==> config.mk <==
export PLATFORM = sky130hd
export DESIGN_NAME = tpe_sqrt
export DESIGN_NICKNAME = d
export VERILOG_FILES = /design/src/tpe_pkg.sv /design/src/tpe_sqrt.sv
export SDC_FILE = /design/constraint.sdc
export NUM_CORES = 2
export LEC_CHECK = 0
export BUFFER_PORTS_ARGS = -buffer_cell sky130_fd_sc_hd__buf_2
export CORE_MARGIN = 2
export CORE_UTILIZATION = 49
export DETAILED_ROUTE_END_ITERATION = 8
export PLACE_DENSITY = 0.69
export SYNTH_ARGS = -nofsm -noshare
export SYNTH_HDL_FRONTEND = slang
export SYNTH_SLANG_ARGS = --single-unit
==> constraint.sdc <==
create_clock -name aclk -period 8.5 [get_ports aclk]
set_clock_uncertainty 0.2 [all_clocks]
set_input_delay 0.425 -clock aclk [delete_from_list [all_inputs] [get_ports aclk]]
set_output_delay 0.425 -clock aclk [all_outputs]
set_load 0.01 [all_outputs]
==> src/tpe_pkg.sv <==
`timescale 1ns / 1ps
// ----------------------------------------------------------------------------
// Triangle plane equation package
// Shared widths and step counts for the normalization datapath.
// ----------------------------------------------------------------------------
package tpe_pkg;

    // Normalized magnitude width: largest component lies in [2^30, 2^31)
    localparam int NORM_W     = 31;
    // Sum of squares and vector length
    localparam int SUM_W      = 64;
    localparam int LEN_W      = 32;
    // One root bit per pipeline stage, one quotient bit per pipeline stage
    localparam int SQRT_STEPS = 32;
    localparam int DIV_STEPS  = 32;
    // Quotient numerator: magnitude scaled by 2^30 plus half the length
    localparam int NUM_W      = 62;
    // Output field widths
    localparam int TAG_W      = 24;
    localparam int NRM_W      = 32;
    localparam int OFF_W      = 25;
    localparam int FRAC_SH    = 30;

endpackage

==> src/tpe_sqrt.sv <==
`timescale 1ns / 1ps
// ----------------------------------------------------------------------------
// Pipelined integer square root
// Floor square root of a 64-bit radicand, one root bit per stage.
// ----------------------------------------------------------------------------
module tpe_sqrt (
    input  logic                       aclk,
    input  logic                       en,
    input  logic [tpe_pkg::SUM_W-1:0]  rad,
    output logic [tpe_pkg::LEN_W-1:0]  root
);
    import tpe_pkg::*;

    localparam int REM_W = LEN_W + 2;

    logic [SUM_W-1:0] v_reg [SQRT_STEPS+1];
    logic [REM_W-1:0] r_reg [SQRT_STEPS+1];
    logic [LEN_W-1:0] q_reg [SQRT_STEPS+1];

    // Stage zero is the raw radicand
    always_comb begin
        v_reg[0] = rad;
        r_reg[0] = '0;
        q_reg[0] = '0;
    end

    for (genvar k = 0; k < SQRT_STEPS; k++) begin : g_step
        logic [REM_W+1:0] rr;
        logic [REM_W+1:0] trial;
        logic [REM_W-1:0] r_next;
        logic [LEN_W-1:0] q_next;

        // Bring down two radicand bits, try root*4+1
        always_comb begin
            rr    = {r_reg[k], v_reg[k][SUM_W-1 -: 2]};
            trial = (REM_W+2)'({q_reg[k], 2'b01});
            if (rr >= trial) begin
                r_next = REM_W'(rr - trial);
                q_next = {q_reg[k][LEN_W-2:0], 1'b1};
            end else begin
                r_next = REM_W'(rr);
                q_next = {q_reg[k][LEN_W-2:0], 1'b0};
            end
        end

        always_ff @(posedge aclk) begin
            if (en) begin
                v_reg[k+1] <= {v_reg[k][SUM_W-3:0], 2'b00};
                r_reg[k+1] <= r_next;
                q_reg[k+1] <= q_next;
            end
        end
    end

    assign root = q_reg[SQRT_STEPS];

endmodule

After elaboration in Yosys (flattened, before gate mapping)
Cells that the tools add are included.
{ "word_totals": {"ff_bits": 2543, "inputBits": 66, "out_inout_bits": 32, "wordCells": 221} }
{ "classes": {"add_sub_neg": 31, "order_cmp": 32, "mux": 63} }
{ "op_table": {"columns": ["operator", "count"], "rows": [
  ["34-bit 2-to-1 mux", 30],
  ["36-bit by 10-bit greater-or-equal comparator with 1-bit output", 1],
  ["36-bit by 11-bit greater-or-equal comparator with 1-bit output", 1],
  ["36-bit by 12-bit greater-or-equal comparator with 1-bit output", 1],
  ["36-bit by 13-bit greater-or-equal comparator with 1-bit output", 1],
  ["36-bit by 14-bit greater-or-equal comparator with 1-bit output", 1],
  ["36-bit by 15-bit greater-or-equal comparator with 1-bit output", 1],
  ["36-bit by 16-bit greater-or-equal comparator with 1-bit output", 1],
  ["36-bit by 17-bit greater-or-equal comparator with 1-bit output", 1],
  ["36-bit by 18-bit greater-or-equal comparator with 1-bit output", 1],
  ["36-bit by 19-bit greater-or-equal comparator with 1-bit output", 1],
  ["36-bit by 20-bit greater-or-equal comparator with 1-bit output", 1],
  ["36-bit by 21-bit greater-or-equal comparator with 1-bit output", 1],
  ["36-bit by 22-bit greater-or-equal comparator with 1-bit output", 1],
  ["36-bit by 23-bit greater-or-equal comparator with 1-bit output", 1],
  ["36-bit by 24-bit greater-or-equal comparator with 1-bit output", 1],
  ["36-bit by 25-bit greater-or-equal comparator with 1-bit output", 1],
  ["36-bit by 26-bit greater-or-equal comparator with 1-bit output", 1],
  ["36-bit by 27-bit greater-or-equal comparator with 1-bit output", 1],
  ["36-bit by 28-bit greater-or-equal comparator with 1-bit output", 1],
  ["36-bit by 29-bit greater-or-equal comparator with 1-bit output", 1],
  ["36-bit by 3-bit greater-or-equal comparator with 1-bit output", 1],
  ["36-bit by 30-bit greater-or-equal comparator with 1-bit output", 1],
  ["36-bit by 31-bit greater-or-equal comparator with 1-bit output", 1],
  ["42 further kinds", 73]
]} }

Longest topological paths before layout
{ "logic_depth": {"ltp_word": 2, "depth_mapped": 14, "ltp_nobuf": 12} }

Worst setup path before layout
Ideal clock, no wire load.
{ "synth_timing": {"path_kind": "register to register", "startpoint": "reg r_reg, in the netlist g_step[15].rr[16]", "endpoint": "reg r_reg, in the netlist g_step[16].rr[24] (data pin)", "setup_ns": 0.271, "t_arrival_ns": 3.224, "required_time_ns": 8.029, "setup_slack_ns": 4.805, "path_stages_with_launch": 14, "path_buffers": 2, "synth_period_minus_slack_ns": 3.695, "path_cell_list": "edfxtp_1 > ha_1 > or4_4 > or4_1 > clkbuf_1 > or4_4 > or3_4 > nor3_1 > and4_1 > buf_4 > inv_4 > nand3_4 > nor4_1 > xor2_1"} }
{ "synth_via": {"elab_chain_len": 2, "elab_cells_between_ends": 3, "classes_between": "add/sub (1); order compare (1); mux (1)"} }
{ "synth_rtl": {"columns": ["element", "line_no", "text"], "rows": [
  ["start: declaration", "tpe_sqrt.sv:17", "logic [REM_W-1:0] r_reg [SQRT_STEPS+1];"],
  ["start signal: indexed assignment", "tpe_sqrt.sv:49", "r_reg[k+1] <= r_next;"],
  ["34-bit by 17-bit subtractor with 34-bit output / 36-bit by 17-bit greater-or-equal comparator with 1-bit output (equally long branches)", "tpe_sqrt.sv:38, tpe_sqrt.sv:37", null],
  ["34-bit 2-to-1 mux *", "tpe_sqrt.sv:37", "if (rr >= trial) begin"],
  ["net g_step[15].r_next[22]", "tpe_sqrt.sv:30", "logic [REM_W-1:0] r_next;"]
]} }
The timed path passes the listed nets; every way through them passes the cells marked *.
A chain may end at the register's enable or synchronous reset.

Worst setup path in the final report
{ "layout_timing": {"startpoint": "reg r_reg, in the netlist g_step[15].rr[16]", "endpoint": "reg r_reg, in the netlist g_step[16].rr[27] (data pin)"} }
The elaborated chain is that of the path after synthesis.

==> results.yml <==
worst_setup_path:
  rrSetupSlack_ps: 3780
  crit_fanout: 29
  endpoint: "g_step[16].rr[27]$_DFFE_PP_"
  end_kind: "flip-flop"
  r2r-end: "g_step[16].rr[27]$_DFFE_PP_"
  cp.arrival_ps: 5150
  critical_path.cell_chain: "ha_1, or4_4, or4_1, or4_4, or3_4, nor3_1, and4_1, or2_2, nor4_1, xor2_1"
  critPathMaxStageDelay_ps: 890
  worstSetupPathType: "flip-flop to flip-flop"
  critPathRequiredTime_ps: 8930
  cpMostUsedCell: "or4_4"
  cp-startpoint: "g_step[15].rr[16]$_DFFE_PP_"
  reg2reg_from: "g_step[15].rr[16]$_DFFE_PP_"
  cp_slowest_cell: "and4_1"
  startpoint_type: "flip-flop"
  ff2ff_path_depth: 10
global_route:
  grt_max_degree: 168
  globalRouteTotalUtil: 0.1963
  grt_pass1_vias: 69350
  grt_pass1_wl_um: 380600
  antenna_found_initial: 5
  overflow: 0
hold_path:
  worstHoldPathCells: 2
  worstHoldStart: "rad[4]"
  min_path_type: "primary input to flip-flop"
yosys:
  postSynthCellCount: 9062
  synth_edf_count: 2509
  yosysWarnings: 0
  synth_seq_area_share: 0.6441
  ys_types: 91
  ys_async_sr_fraction: 0
  yosysMostFrequentCell: "edfxtp_1"
  synth_ff_type: "edfxtp_1"
  avgSynthCellArea_um2: 12.91
  synthTopCellsByArea: "edfxtp_1 (64%), ha_1 (6.0%), xnor2_1 (3.3%)"
  syn_nets: 9693
  syn-cell-area_um2: 117000
  synth_top_area_frac: 0.6441
  post-synth-top-area-cell: "edfxtp_1"
  yosys-top-cells-count: "edfxtp_1 (2509), inv_1 (698), nand2_1 (677), a21oi_1 (572), ha_1 (565)"
  ys_ff_latch: 2509
sta:
  finalSetupViolCount: 0
  max-slew-margin-rel: 0.2278
  post-route-period-util: 0.5554
  rsz0062_at_grt: "no"
  max_freq_mhz: 211.8
  setup_slack_ps: 3779
  fin_crit_ps: 4721
  maxSlewViolCount: 0
  tightestPinTransition_ps: 1158
  finalHoldViolCount: 0
  hold-worst-slack_ps: 71.01
  setup_total_negative_slack_ps: 0
clocking:
  htree_levels: 5
  cts_root_buffer: "clkbuf_16"
  cts_resized: 0
  clkTransAtPathRegs_ps: 60
  numCtsBuffers: 289
  cts_tree: "yes"
  clk_path_buf_depth: 4
  cts_sinks: 2509
  clk_latency_ps: 950
placed_design:
  io_buffers: 97
  place_ws_ps: 3868
  hpwlAfterDp_um: 172900
  gp_congestion: 0.9221
pwr:
  p_leak_nw: 50.03
  vdd_ir_drop_max_uv: 277.2
  power_mw: 35.85
  p_per_area_nw_per_um2: 272.3
drt:
  drt-initial-drc-count: 5269
  ant_nets: 0
  drc: 0
  wl_per_cell_um: 18.97
  drt_pass1_iterations: 5
  dr_total_vias: 70680
  routed_wl_um: 243300
  viasPerCell: 5.511
floorplan:
  initial_core_util: 0.4923
  core-area_um2: 237600
  ios: 98
  die_area_um2: 242700
  num_rows: 179
  die_w_um: 492.6
  die_y_um: 492.6
flow_run:
  maxCapViolations: 0
cells_and_area:
  drive_gt1_frac: 0.07283
  area_growth_pct: 12.52
  nets: 10080
  largest_reg_flops: 1051
run_status:
  status: "completed"
==> how the worst min path moves through the flow <==
stage                                            end  slack, ps
final                          v_reg[1990]$_DFFE_PP_         70
after global routing           v_reg[1990]$_DFFE_PP_         30
after CTS                      v_reg[1992]$_DFFE_PP_          2
after detailed placement  g_step[10].rr[1]$_DFFE_PP_        200
after global placement         v_reg[1678]$_DFFE_PP_        200
after floorplan           g_step[10].rr[0]$_DFFE_PP_        200
==> power breakdown <==
group	total, mW	internal (mW)	switching [mW]
clock	11.9	7.07	4.79
combinational	7.27	3.02	4.25
sequential	16.7	15.7	1.04
==> area by class of cell <==
cell class              count  area, um^2
well taps                3167        3963
clock inverters           156        1486
clock buffers             339        7526
diodes                      5       12.51
fillers                 19210      106000
multi-input cells        5676       38420
flip-flops and latches   2509       75340
repair buffers            271        2232
inverters                 702        2638
==> kinds of logic (layout without fill, tap and decap cells) <==
group                      Yosys count  after routing  synth area share
DFF                               2509           2509            0.6441
and+or+nand+nor                   2317           2317           0.09709
AOI/OAI and AO/OA                 1865           1865           0.09863
buffers and inverters              877           1468           0.02833
xor gates and xnor gates           834            834           0.06244
adders and majority gates          565            565           0.06043
muxes                               94             94          0.008963
other                                1              6        0.00003206
==> cells in the final DEF (no fill, tap or decap), drive strengths merged, types with 30 or more instances in the layout <==
| master | count |
|---|---|
| xnor2 | 445 |
| o21ai | 511 |
| nand2 | 678 |
| or4 | 47 |
| clkbuf | 339 |
| xor2 | 389 |
| dlygate4sd3 | 125 |
| nand4 | 90 |
| or3 | 95 |
| inv | 707 |
| buf | 146 |
| o21a | 89 |
| nor2b | 72 |
| nor2 | 533 |
| o31ai | 53 |
| edfxtp | 2509 |
| clkinv | 113 |
| nor3 | 214 |
| a21oi | 572 |
| a21o | 225 |
| ha | 565 |
| a31oi | 51 |
| o21bai | 61 |
| and2 | 33 |
| o211ai | 30 |
| and3 | 51 |
| nor4 | 111 |
| mux2 | 80 |
| nand3 | 143 |
| nand2b | 113 |
| a211oi | 56 |
==> critical path, delay by kind of cell, from the launching register on <==
family                     cells  cell delay, ps
and+or+nand+nor                8            3400
DFF                            1             390
adders and majority gates      1             250
xor gates and xnor gates       1             150
==> per-stage QoR <==
step | std cells | utilization | cell area (um^2)
after floorplan | 9062 | - | 117000
after global placement | 12200 | 0.5106 | 121300
after detailed placement | 12200 | 0.5106 | 121300
after CTS | 12820 | 0.5538 | 131600
after global routing | 12830 | 0.5539 | 131600
final | 12830 | 0.5539 | 131600
==> timing repair <==
| action | in CTS | in global routing |
|---|---|---|
| hold buffers | 125 | 0 |
| hold endpoints to repair | 175 | 0 |
| setup buffers | 0 | 0 |
| endpoints found under the setup margin | 0 | 0 |
==> metal layers <==
layer,vias to the layer above,GRT usage,share of wire
met2,1674,0.3241,0.48
li1,34370,-,-
met4,2,0.06372,0.030
met3,444,0.03166,0.045
met5,-,0,0.000053
met1,34190,0.2658,0.45
No activity file was read; power rests on OpenSTA's default activity.
